`src/hw/rtl/eadp_pkg.sv`:
```
// ----------------------------------------------------------------------------
// eadp_pkg
// Shared constants, codes and controller/datapath signal groups for the
// direction-aware next-block prefetch policy.
// ----------------------------------------------------------------------------
`default_nettype none

package eadp_pkg;

    localparam int unsigned MAX_BLOCKS_DEF  = 8;
    localparam int unsigned BLOCK_BYTES_DEF = 2097152;

    localparam int unsigned LEN_W = 25;
    localparam int unsigned CFG_W = 64;

    localparam logic [7:0]  EPOCH_DEPTH_RST = 8'd8;
    localparam logic [63:0] ALLOC_FLOOR_RST = 64'd4000000000;

    // event kinds
    localparam logic [1:0] FUNC_ALLOC = 2'd0;
    localparam logic [1:0] FUNC_SYNC  = 2'd1;
    localparam logic [1:0] FUNC_FAULT = 2'd2;

    // request sources
    localparam logic [1:0] SRC_EPOCH = 2'd0;
    localparam logic [1:0] SRC_DRAIN = 2'd1;
    localparam logic [1:0] SRC_DIR   = 2'd2;

    // configuration register indexes
    localparam logic CFG_EPOCH_DEPTH = 1'b0;
    localparam logic CFG_ALLOC_FLOOR = 1'b1;

    typedef enum logic [2:0] {
        S_IDLE,
        S_EVAL,
        S_TGT,
        S_DECIDE,
        S_SYNC,
        S_DRAIN,
        S_DIR
    } t_state;

    typedef struct packed {
        logic       capture;
        logic       eval;
        logic       tgt;
        logic       alloc_upd;
        logic       sync_pend;
        logic       fault_upd;
        logic       drain_step;
        logic       load;
        logic       load_last;
        logic [1:0] load_src;
    } t_cmd;

    typedef struct packed {
        logic [1:0] func;
        logic       alloc_take;
        logic       sync_emit;
        logic       sync_pend;
        logic       drain_ok;
        logic       drain_more;
        logic       dir_emit;
        logic       out_free;
    } t_stat;

endpackage

`default_nettype wire

```
`src/hw/rtl/eadp_ctrl.sv`:
```
// ----------------------------------------------------------------------------
// eadp_ctrl
// Sequencer: takes one item, steps the datapath through evaluation and
// decision, then issues the result items one per free output slot.
// ----------------------------------------------------------------------------
`default_nettype none

module eadp_ctrl
    import eadp_pkg::*;
(
    input  wire   i_clk,
    input  wire   i_rst_n,
    input  wire   i_in_valid,
    output logic  o_in_ready,
    input  t_stat i_stat,
    output t_cmd  o_cmd
);

    t_state r_state, n_state;
    logic   r_dir, n_dir;

    always_ff @(posedge i_clk) begin
        if (!i_rst_n) begin
            r_state <= S_IDLE;
            r_dir   <= 1'b0;
        end else begin
            r_state <= n_state;
            r_dir   <= n_dir;
        end
    end

    always_comb begin
        n_state    = r_state;
        n_dir      = r_dir;
        o_cmd      = '0;
        o_in_ready = 1'b0;
        case (r_state)
            S_IDLE: begin
                o_in_ready = 1'b1;
                if (i_in_valid) begin
                    o_cmd.capture = 1'b1;
                    n_state       = S_EVAL;
                end
            end
            S_EVAL: begin
                o_cmd.eval = 1'b1;
                n_state    = S_TGT;
            end
            S_TGT: begin
                o_cmd.tgt = 1'b1;
                n_state   = S_DECIDE;
            end
            S_DECIDE: begin
                n_state = S_IDLE;
                case (i_stat.func)
                    FUNC_ALLOC: begin
                        o_cmd.alloc_upd = i_stat.alloc_take;
                    end
                    FUNC_SYNC: begin
                        o_cmd.sync_pend = i_stat.sync_pend;
                        if (i_stat.sync_emit) begin
                            n_state = S_SYNC;
                        end
                    end
                    FUNC_FAULT: begin
                        o_cmd.fault_upd = 1'b1;
                        n_dir           = i_stat.dir_emit;
                        if (i_stat.drain_ok) begin
                            n_state = S_DRAIN;
                        end else if (i_stat.dir_emit) begin
                            n_state = S_DIR;
                        end
                    end
                    default: begin
                        n_state = S_IDLE;
                    end
                endcase
            end
            S_SYNC: begin
                if (i_stat.out_free) begin
                    o_cmd.load      = 1'b1;
                    o_cmd.load_last = 1'b1;
                    o_cmd.load_src  = SRC_EPOCH;
                    n_state         = S_IDLE;
                end
            end
            S_DRAIN: begin
                if (i_stat.out_free) begin
                    o_cmd.load       = 1'b1;
                    o_cmd.load_last  = !i_stat.drain_more && !r_dir;
                    o_cmd.load_src   = SRC_DRAIN;
                    o_cmd.drain_step = 1'b1;
                    if (!i_stat.drain_more) begin
                        n_state = r_dir ? S_DIR : S_IDLE;
                    end
                end
            end
            S_DIR: begin
                if (i_stat.out_free) begin
                    o_cmd.load      = 1'b1;
                    o_cmd.load_last = 1'b1;
                    o_cmd.load_src  = SRC_DIR;
                    n_state         = S_IDLE;
                end
            end
            default: begin
                n_state = S_IDLE;
            end
        endcase
    end

endmodule

`default_nettype wire

```
`src/hw/rtl/eadp_dp.sv`:
```
// ----------------------------------------------------------------------------
// eadp_dp
// Datapath: configuration, tensor and history state, staged evaluation of
// one event, drain counters and the output register.
// ----------------------------------------------------------------------------
`default_nettype none

module eadp_dp
    import eadp_pkg::*;
#(
    parameter int unsigned MAX_BLOCKS  = MAX_BLOCKS_DEF,
    parameter int unsigned BLOCK_BYTES = BLOCK_BYTES_DEF
) (
    input  wire                i_clk,
    input  wire                i_rst_n,
    input  wire                i_cfg_we,
    input  wire                i_cfg_index,
    input  wire  [CFG_W-1:0]   i_cfg_data,
    input  wire  [1:0]         i_func,
    input  wire  [31:0]        i_owner_id,
    input  wire  [63:0]        i_alloc_size,
    input  wire  [63:0]        i_alloc_addr,
    input  wire  [63:0]        i_fault_end,
    input  wire  [63:0]        i_block_space,
    input  t_cmd               i_cmd,
    output t_stat              o_stat,
    input  wire                i_out_ready,
    output logic               o_out_valid,
    output logic [63:0]        o_req_space,
    output logic [63:0]        o_req_addr,
    output logic [LEN_W-1:0]   o_req_length,
    output logic [1:0]         o_source,
    output logic               o_last
);

    localparam int unsigned CNT_W   = $clog2(MAX_BLOCKS + 1);
    localparam logic [63:0] BLOCK64 = 64'(BLOCK_BYTES);

    // configuration
    logic [7:0]  r_epoch_depth;
    logic [63:0] r_alloc_floor;

    // policy state
    logic [63:0]      r_tensor_base;
    logic [63:0]      r_tensor_bytes;
    logic [31:0]      r_tensor_owner;
    logic [63:0]      r_known_space;
    logic             r_pending_flag;
    logic [CNT_W-1:0] r_pending_blocks;
    logic [63:0]      r_older_end;
    logic [63:0]      r_newer_end;
    logic [63:0]      r_previous_target;

    // captured item
    logic [1:0]  r_func;
    logic [31:0] r_owner_id;
    logic [63:0] r_alloc_size;
    logic [63:0] r_alloc_addr;
    logic [63:0] r_fault_end;
    logic [63:0] r_block_space;

    // evaluation stage
    logic             r_alloc_take;
    logic             r_sync_ok;
    logic [CNT_W-1:0] r_lim;
    logic [63:0]      r_wanted;
    logic             r_has_block;
    logic             r_shift;
    logic             r_dir_pre;
    logic [63:0]      r_d1;
    logic [63:0]      r_d2;
    logic [CNT_W-1:0] r_dblocks;

    // target stage
    logic [63:0] r_target;
    logic        r_dir_cond;
    logic [63:0] r_len_sync;

    // drain
    logic [63:0]      r_rem;
    logic [63:0]      r_daddr;
    logic [CNT_W-1:0] r_dcnt;

    logic [CNT_W-1:0] lim_c;
    logic             out_free;
    logic             rem_big;
    logic [63:0]      drain_len;

    always_comb begin
        if (r_epoch_depth == 8'd0) begin
            lim_c = CNT_W'(1);
        end else if (r_epoch_depth > 8'(MAX_BLOCKS)) begin
            lim_c = CNT_W'(MAX_BLOCKS);
        end else begin
            lim_c = CNT_W'(r_epoch_depth);
        end
    end

    assign out_free  = !o_out_valid || i_out_ready;
    assign rem_big   = r_rem > BLOCK64;
    assign drain_len = rem_big ? BLOCK64 : r_rem;

    always_comb begin
        o_stat            = '0;
        o_stat.func       = r_func;
        o_stat.alloc_take = r_alloc_take;
        o_stat.sync_emit  = r_sync_ok && (r_len_sync != '0) && (r_known_space != '0);
        o_stat.sync_pend  = r_sync_ok && (r_len_sync != '0) && (r_known_space == '0);
        o_stat.drain_ok   = r_pending_flag && (r_tensor_base != '0)
                            && (r_tensor_bytes != '0)
                            && (r_has_block || (r_known_space != '0));
        o_stat.drain_more = rem_big && (r_dcnt > CNT_W'(1));
        o_stat.dir_emit   = r_dir_cond && (r_target != r_previous_target);
        o_stat.out_free   = out_free;
    end

    always_ff @(posedge i_clk) begin
        if (!i_rst_n) begin
            r_epoch_depth <= EPOCH_DEPTH_RST;
            r_alloc_floor <= ALLOC_FLOOR_RST;
        end else if (i_cfg_we) begin
            case (i_cfg_index)
                CFG_EPOCH_DEPTH: r_epoch_depth <= i_cfg_data[7:0];
                CFG_ALLOC_FLOOR: r_alloc_floor <= i_cfg_data;
                default:         r_alloc_floor <= r_alloc_floor;
            endcase
        end
    end

    always_ff @(posedge i_clk) begin
        if (!i_rst_n) begin
            r_tensor_base     <= '0;
            r_tensor_bytes    <= '0;
            r_tensor_owner    <= '0;
            r_known_space     <= '0;
            r_pending_flag    <= 1'b0;
            r_pending_blocks  <= '0;
            r_older_end       <= '0;
            r_newer_end       <= '0;
            r_previous_target <= '0;
        end else begin
            if (i_cmd.alloc_upd) begin
                r_tensor_base    <= r_alloc_addr;
                r_tensor_bytes   <= r_alloc_size;
                r_tensor_owner   <= r_owner_id;
                r_known_space    <= '0;
                r_pending_flag   <= 1'b0;
                r_pending_blocks <= r_lim;
            end
            if (i_cmd.sync_pend) begin
                r_pending_blocks <= r_lim;
                r_pending_flag   <= 1'b1;
            end
            if (i_cmd.fault_upd) begin
                if (r_has_block) begin
                    r_known_space <= r_block_space;
                end
                if (o_stat.drain_ok) begin
                    r_pending_flag <= 1'b0;
                end
                if (r_shift) begin
                    r_older_end <= r_newer_end;
                    r_newer_end <= r_fault_end;
                end
                if (o_stat.dir_emit) begin
                    r_previous_target <= r_target;
                end
            end
        end
    end

    always_ff @(posedge i_clk) begin
        if (i_cmd.capture) begin
            r_func        <= i_func;
            r_owner_id    <= i_owner_id;
            r_alloc_size  <= i_alloc_size;
            r_alloc_addr  <= i_alloc_addr;
            r_fault_end   <= i_fault_end;
            r_block_space <= i_block_space;
        end
        if (i_cmd.eval) begin
            r_alloc_take <= !(r_alloc_size < r_alloc_floor) && (r_alloc_addr != '0)
                            && ((r_tensor_owner == '0) || (r_tensor_owner == r_owner_id))
                            && ((r_tensor_base == '0) || (r_alloc_size >= r_tensor_bytes));
            r_sync_ok    <= (r_tensor_base != '0) && (r_tensor_owner != '0)
                            && (r_tensor_owner == r_owner_id);
            r_lim        <= lim_c;
            r_wanted     <= 64'(lim_c) * BLOCK64;
            r_has_block  <= (r_fault_end != '0) && (r_block_space != '0);
            r_shift      <= (r_fault_end != '0) && (r_block_space != '0)
                            && (r_fault_end != r_newer_end);
            r_dir_pre    <= (r_fault_end != '0) && (r_block_space != '0)
                            && (r_fault_end != r_newer_end)
                            && (r_older_end != '0) && (r_newer_end != '0);
            r_d1         <= r_newer_end - r_older_end;
            r_d2         <= r_fault_end - r_newer_end;
            r_dblocks    <= ((r_pending_blocks == '0) || (r_pending_blocks > lim_c))
                            ? lim_c : r_pending_blocks;
        end
        if (i_cmd.tgt) begin
            r_target   <= r_d2[63] ? (r_fault_end - BLOCK64) : (r_fault_end + 64'd1);
            r_dir_cond <= r_dir_pre && (r_d1 != '0) && (r_d2 != '0)
                          && (r_d1[63] == r_d2[63]);
            r_len_sync <= (r_tensor_bytes < r_wanted) ? r_tensor_bytes : r_wanted;
        end
        if (i_cmd.fault_upd) begin
            r_rem   <= r_tensor_bytes;
            r_daddr <= r_tensor_base;
            r_dcnt  <= r_dblocks;
        end else if (i_cmd.drain_step) begin
            r_rem   <= r_rem - BLOCK64;
            r_daddr <= r_daddr + BLOCK64;
            r_dcnt  <= r_dcnt - CNT_W'(1);
        end
    end

    always_ff @(posedge i_clk) begin
        if (!i_rst_n) begin
            o_out_valid <= 1'b0;
        end else if (i_cmd.load) begin
            o_out_valid <= 1'b1;
        end else if (i_out_ready) begin
            o_out_valid <= 1'b0;
        end
    end

    always_ff @(posedge i_clk) begin
        if (i_cmd.load) begin
            o_source <= i_cmd.load_src;
            o_last   <= i_cmd.load_last;
            case (i_cmd.load_src)
                SRC_EPOCH: begin
                    o_req_space  <= r_known_space;
                    o_req_addr   <= r_tensor_base;
                    o_req_length <= r_len_sync[LEN_W-1:0];
                end
                SRC_DRAIN: begin
                    o_req_space  <= r_known_space;
                    o_req_addr   <= r_daddr;
                    o_req_length <= drain_len[LEN_W-1:0];
                end
                default: begin
                    o_req_space  <= r_block_space;
                    o_req_addr   <= r_target;
                    o_req_length <= BLOCK64[LEN_W-1:0];
                end
            endcase
        end
    end

endmodule

`default_nettype wire

```
`src/hw/rtl/epoch_and_direction_prefetch_policy.sv`:
```
// ----------------------------------------------------------------------------
// epoch_and_direction_prefetch_policy
// Event-driven prefetch policy: epoch prefix, pending drain and
// direction-aware next-block migrate requests.
//
// Input channel (i_in_valid / o_in_ready) takes one event item: allocation,
// sync or fault. The block works on one item at a time; o_in_ready is high
// only while no item is in progress.
// Output channel (o_out_valid / i_out_ready) gives zero to MAX_BLOCKS + 1
// migrate request items per event; o_last marks the final one.
// Timing: an item reaches its decision after the evaluation and target steps,
// then one result item is loaded per cycle while the output register is free.
// An event with no result frees the input at its decision; one with results
// frees it when its last result is loaded.
// The output register lets the next item be accepted while the last result
// waits; a stalled receiver holds further results and so the next item.
// Configuration writes (i_cfg_we, i_cfg_index, i_cfg_data) take effect on
// the following edge and belong to idle periods.
// Reset (i_rst_n low, synchronous) restores the register defaults, clears
// all tracked tensor, pending and history state and empties the output.
// ----------------------------------------------------------------------------
`default_nettype none

module epoch_and_direction_prefetch_policy
    import eadp_pkg::*;
#(
    parameter int unsigned MAX_BLOCKS  = MAX_BLOCKS_DEF,
    parameter int unsigned BLOCK_BYTES = BLOCK_BYTES_DEF
) (
    input  wire               i_clk,
    input  wire               i_rst_n,
    input  wire               i_cfg_we,
    input  wire               i_cfg_index,
    input  wire  [CFG_W-1:0]  i_cfg_data,
    input  wire               i_in_valid,
    output logic              o_in_ready,
    input  wire  [1:0]        i_func,
    input  wire  [31:0]       i_owner_id,
    input  wire  [63:0]       i_alloc_size,
    input  wire  [63:0]       i_alloc_addr,
    input  wire  [63:0]       i_fault_end,
    input  wire  [63:0]       i_block_space,
    output logic              o_out_valid,
    input  wire               i_out_ready,
    output logic [63:0]       o_req_space,
    output logic [63:0]       o_req_addr,
    output logic [LEN_W-1:0]  o_req_length,
    output logic [1:0]        o_source,
    output logic              o_last
);

    t_cmd  cmd;
    t_stat stat;

    eadp_ctrl u_ctrl (
        .i_clk      (i_clk),
        .i_rst_n    (i_rst_n),
        .i_in_valid (i_in_valid),
        .o_in_ready (o_in_ready),
        .i_stat     (stat),
        .o_cmd      (cmd)
    );

    eadp_dp #(
        .MAX_BLOCKS  (MAX_BLOCKS),
        .BLOCK_BYTES (BLOCK_BYTES)
    ) u_dp (
        .i_clk         (i_clk),
        .i_rst_n       (i_rst_n),
        .i_cfg_we      (i_cfg_we),
        .i_cfg_index   (i_cfg_index),
        .i_cfg_data    (i_cfg_data),
        .i_func        (i_func),
        .i_owner_id    (i_owner_id),
        .i_alloc_size  (i_alloc_size),
        .i_alloc_addr  (i_alloc_addr),
        .i_fault_end   (i_fault_end),
        .i_block_space (i_block_space),
        .i_cmd         (cmd),
        .o_stat        (stat),
        .i_out_ready   (i_out_ready),
        .o_out_valid   (o_out_valid),
        .o_req_space   (o_req_space),
        .o_req_addr    (o_req_addr),
        .o_req_length  (o_req_length),
        .o_source      (o_source),
        .o_last        (o_last)
    );

endmodule

`default_nettype wire
```
`config.mk`:
```
export PLATFORM = sky130hd
export DESIGN_NAME = epoch_and_direction_prefetch_policy
export DESIGN_NICKNAME = d
export VERILOG_FILES = /design/src/hw/rtl/eadp_pkg.sv /design/src/hw/rtl/eadp_ctrl.sv /design/src/hw/rtl/eadp_dp.sv /design/src/hw/rtl/epoch_and_direction_prefetch_policy.sv
export SDC_FILE = /design/constraint.sdc
export NUM_CORES = 2
export LEC_CHECK = 0
export BUFFER_PORTS_ARGS = -buffer_cell sky130_fd_sc_hd__buf_2
export CORE_ASPECT_RATIO = 1.5
export CORE_MARGIN = 5
export CORE_UTILIZATION = 55
export CTS_CLUSTER_SIZE = 24
export DETAILED_ROUTE_END_ITERATION = 7
export HOLD_SLACK_MARGIN = 0.02
export PLACE_DENSITY = 0.74
export SLEW_MARGIN = 10
export SYNTH_ARGS = -nofsm -noshare
export SYNTH_HDL_FRONTEND = slang
export SYNTH_SLANG_ARGS = --single-unit
```
`constraint.sdc`:
```
create_clock -name i_clk -period 27.3 [get_ports i_clk]
set_input_delay 4.095 -clock i_clk [delete_from_list [all_inputs] [get_ports i_clk]]
set_output_delay 4.095 -clock i_clk [all_outputs]
set_load 0.005 [all_outputs]
```
## Word level (Yosys, flattened, before mapping)

Index checks and enable logic that the tools add are counted.

| operators by class | value |
|---|---|
| bitwise gates (word level) | 1 |
| muxes and demuxes | 50 |
| shift-type cells | 0 |
| divide/modulo/power cells | 0 |
| $mul | 0 |
| add/sub/neg operators | 7 |
| reduce and logical (&&, ||, !) cells | 61 |
| equal/unequal tests | 17 |
| order comparisons | 7 |

Operators by type and width:

| kind | count |
|---|---|
| nonzero test 64 bit | 11 |
| two-way mux 64 bit | 9 |
| logical NOT 64 bit | 2 |
| != test 64 bit | 2 |
| case mux 64 bit (2 select lines) | 1 |
| subtractor 64 x 22 -> 64 bit (second input constant) | 2 |
| subtractor 64 bit | 2 |
| adder 64 x 1 -> 64 bit (second input constant) | 1 |
| adder 64 x 22 -> 64 bit (second input constant) | 1 |
| greater-or-equal comparator 64 bit | 1 |
| > comparator 64 x 22 -> 1 bit (second input constant) | 1 |
| less-than comparator 64 x 25 -> 1 bit | 1 |
| less-than comparator 64 bit | 1 |
| two-way mux 25 bit | 2 |
| case mux 25 bit (2 select lines) | 1 |
| two-way mux 4 bit | 9 |
| == test 32 bit | 1 |
| logical NOT 32 bit | 1 |
| nonzero test 32 bit | 1 |
| two-way mux 3 bit | 9 |
| logical AND 1 bit | 21 |
| case mux 3 bit (6 select lines) | 1 |
| two-way mux 1 bit | 15 |
| case mux 4 bit (3 select lines) | 1 |
| 25 further kinds | 46 |

| word-level totals | value |
|---|---|
| memories | 0 |
| output and inout port bits | 158 |
| memory bits (read-only) | 0 |
| flip-flop bits (word level) | 1346 |
| latch bits | 0 |
| logic and storage cells | 184 |
| RAM bits | 0 |

## Depth between registers and ports, before layout

| logic depth | value |
|---|---|
| depth in word-level cells | 9 |
| mapped depth | 13 |
| mapped depth without buffers | 13 |

## Cells and area by module

Synthesis repeated with hierarchy kept, for this count alone.

| unflattened totals | value |
|---|---|
| cell total of the unflattened synthesis | 6070 |
| area, all modules | 65302.6 um2 |

Modules (own cells, without submodules):

| module | times used | cells each | area each (um2) | sequential area each (um2) |
|---|---|---|---|---|
| eadp_dp | 1 | 6014 | 64899.7 | 35353.9 |
| eadp_ctrl | 1 | 56 | 402.9 | 80.1 |

## Worst setup path before layout

OpenSTA, ideal clock, no wires.

| timing path | value |
|---|---|
| path kind | input-to-reg |
| start point | in i_out_ready |
| end point | reg u_dp.o_last (enable) |
| path buffers | 0 |
| slack | 14712 ps |
| data required time | 26576 ps |
| arrival | 11864 ps |
| cell stages on the path | 3 |
| cells stage by stage | nor2b_1 -> nand2b_1 -> a21oi_1 |

RTL lines:

| what | line | RTL |
|---|---|---|
| from (decl) | epoch_and_direction_prefetch_policy.sv:44 | `input wire i_out_ready,` |
| to (signal assigned) | eadp_dp.sv:230 | `o_last <= i_cmd.load_last;` |
| to (decl) | eadp_dp.sv:33 | `output logic o_last` |

## Final worst setup path

| timing path | value |
|---|---|
| start point | in i_rst_n |
| end point | reg u_ctrl.r_state[2] |

RTL lines:

| what | line | RTL |
|---|---|---|
| from (decl) | epoch_and_direction_prefetch_policy.sv:31 | `input wire i_rst_n,` |
| to (signal assigned) | eadp_ctrl.sv:27 | `r_state <= n_state;` |
| to (decl) | eadp_ctrl.sv:19 | `t_state r_state, n_state;` |

No word-level cell between the ends.

==> impl_metrics.tcl <==
set metrics [dict create \
    slowest_delay_ns 0.97 \
    port_buffers 517 \
    r2r-end "u_dp.r_d2[56]" \
    io_pins 518 \
    p_leak_nw 26.4 \
    reg2reg_from "u_dp.r_fault_end[27]" \
    fin_crit_ns 6.50 \
    synth_ff_type "edfxtp_1" \
    h-tree-depth 4 \
    critPathTopFamily "buffers and inverters" \
    area_delta_synth_final_pct 13.0 \
    finalSetupTns_ns 0 \
    yosysWarningCount 0 \
    path_cells "buf_2, inv_8, buf_4, buf_4, a311oi_1" \
    cpMostUsedCell "buf_4" \
    ir_drop_v 0.0000666 \
    critPathArrivalTime_ns 7.10 \
    setup_violations 0 \
    hold_end "u_dp.r_alloc_floor[54]" \
    cp_num_buf_inv 4 \
    grt_util_met1_pct 34.4 \
    min_path_type "reg2reg" \
    die-area_sq_um 123000 \
    dp_hpwl_microns 143000 \
    layout.nets 7430 \
    status "completed" \
    fmax_ghz 0.154 \
    cp_max_fo 152 \
    final_hold_viol_count 0 \
    timing.reg2reg.setup_slack_ns 22.87 \
    vias_per_cell 5.93 \
    first_global_vias 48700 \
    yosysSeqAreaShare_pct 55.8 \
    insertion_delay_ns 0.78 \
    numCtsBuffers 131 \
    cts_root_buffer "clkbuf_16" \
    die_y_microns 426 \
    avgSynthCellArea_sq_um 9.97 \
    start_util_pct 55.4 \
    drt_iter0_markers 4709 \
    gr-usage-met3_pct 4.94 \
    die_w_microns 288 \
    drv_slew 0 \
    clkTransAtPathRegs_ns 0.06 \
    antenna_left 0 \
    cts_setup_buffers 0 \
    cts_resized 0 \
    routabilityCongestion 0.959 \
    core_area_sq_um 115000 \
    worstMarginPinSlew_ns 1.29 \
    ys_seq_elements 1346 \
    cp-end-kind "flop" \
    required_ns 27.90 \
    synth_area_sq_um 63500 \
    cap_violations 0 \
    place_inst 8204 \
    critPathSlowestCell "buf_4" \
    cts_buffer_depth 3 \
    grt_max_degree 226 \
    fillers 9304 \
    finalNonFillerCells 8454 \
    layout-drive-gt1-share_pct 12.0 \
    drcViolationCount 0 \
    cts-hold-fix-buffers 0 \
    numClockSinks 1346 \
    hold_path.startpoint "u_dp.r_alloc_floor[54]" \
    power_density_nw_per_um2 67.0 \
    fin_crit_sh_pct 23.8 \
    antenna_found_initial 7 \
    grt_usage_pct 30.6 \
    cts_tree "built" \
    dr.pass1.iters 6 \
    synth_cell_types 91 \
    placementRows 152 \
    wirelength_microns 194000 \
    grt_setup_unrepaired "no" \
    worst_setup_path_start_kind "primary input" \
    syn_inst 6376 \
    use_met2_pct 53.9 \
    grt.overflow.total 0 \
    num_vias 50200 \
    synth_edf_count 848 \
    grt-busiest-layer "met2" \
    critPathKind "in2reg" \
    relSlewSlack_pct 13.9 \
    wl_per_cell_microns 23.0 \
    worst_clock_skew_ns 0.0333 \
    hold_depth 2 \
    postSynth.asyncResetShare_pct 0 \
    grt_pass1_wl_microns 287000 \
    rr_worst_depth 11 \
]
## how the worst max path moves through the flow
stage                           start               endpoint  slack, ns  cells past startpoint
after global routing          i_rst_n  u_dp.r_known_space[4]      20.63                      5
final                         i_rst_n      u_ctrl.r_state[2]      20.80                      5
after floorplan           i_out_ready            u_dp.o_last      14.71                      3
after global placement        i_rst_n       u_dp.o_out_valid      20.18                      5
after detailed placement      i_rst_n       u_dp.o_out_valid      20.12                      5
after CTS                     i_rst_n      u_ctrl.r_state[2]      20.91                      5
## metal layers
metal,routed length [microns],vias to the layer above
met1,69100,24100
met4,14400,0
met5,0,-
met2,97400,2090
met3,13200,539
li1,-,23500
## report_power, final
part | internal [W] | switching (W)
clock | 0.00102 | 0.000801
sequential | 0.00234 | 0.000127
combinational | 0.000187 | 0.000335
## metrics by stage
step	utilization (%)	instance area [sq um]	hold WS (ns)	power [W]	setup WS, ns
floorplan	-	63700	0.431	0.00281	14.71
global placement	58.8	67500	0.442	0.00301	20.18
detailed placement	58.8	67500	0.448	0.00302	20.12
CTS	62.6	71800	0.456	0.00483	20.91
global route	62.6	71800	0.473	0.00497	20.63
finish	62.6	71800	0.454	0.00481	20.80
## logic make-up after synthesis
family	Yosys count	synth area share [%]
other cells	1	0.00590
compound gates	1220	11.2
fa+ha+maj	273	5.40
simple gates	2476	17.7
flops	1346	55.8
xor+xnor	358	4.93
mux	73	1.16
buf+inv	629	3.79
## worst reg2reg max path: stages (launching register included)
cell and delay (ns):
edfxtp_1 0.62, ha_1 0.48, a21oi_1 0.22, o21ai_0 0.16, o41ai_1 0.63, o32ai_1 0.16
nor2_1 0.47, a2111oi_0 0.26, a211oi_1 0.55, a31oi_1 0.29, mux2i_1 0.22, o311ai_1 0.12
## cells in the final DEF (no fill, tap or decap), drive strengths merged, types with 148 or more instances in the layout
master	instances
nand2	1269
xnor2	244
a21oi	621
inv	325
o21ai	209
buf	563
clkbuf	178
edfxtp	848
nor2	375
nand4	148
ha	271
dfxtp	498
nor4	223
## cell type report
cell class	instances	area, sq um	share of cell area, %
flip-flops and latches	1346	35400	49.4
diodes	9	22.5	0.0314
clock buffers	178	3740	5.21
repair buffers	563	2960	4.12
well taps	1540	1930	2.68
inverters	316	1200	1.67
multi-input cells	4439	26000	36.2
clock inverters	63	559	0.779
## Yosys cell counts (14+ instances only)
cell	number	area (sq um)
nor2b_1	38	238
nand2_1	1269	4760
buf_1	19	71.3
o21a_1	26	195
nor4_1	219	1370
o211ai_1	25	188
xnor2_1	244	2140
nand2b_1	31	194
a211oi_1	18	135
nor3_1	91	455
mux2i_1	70	701
and2_1	14	87.6
a31oi_1	23	144
nor2_1	373	1400
a21oi_1	619	3100
dfxtp_1	498	9970
a21o_1	102	766
o22ai_1	69	432
and4_1	14	123
or3_1	17	106
o21bai_1	20	150
a22o_1	22	193
inv_1	315	1180
ha_1	271	3390
nand3_1	137	686
clkbuf_1	279	1050
o21ai_0	202	1010
xor2_1	114	998
and3_1	65	407
nand4_1	148	926
edfxtp_1	848	25500
Power figures use the tool's default switching activity.
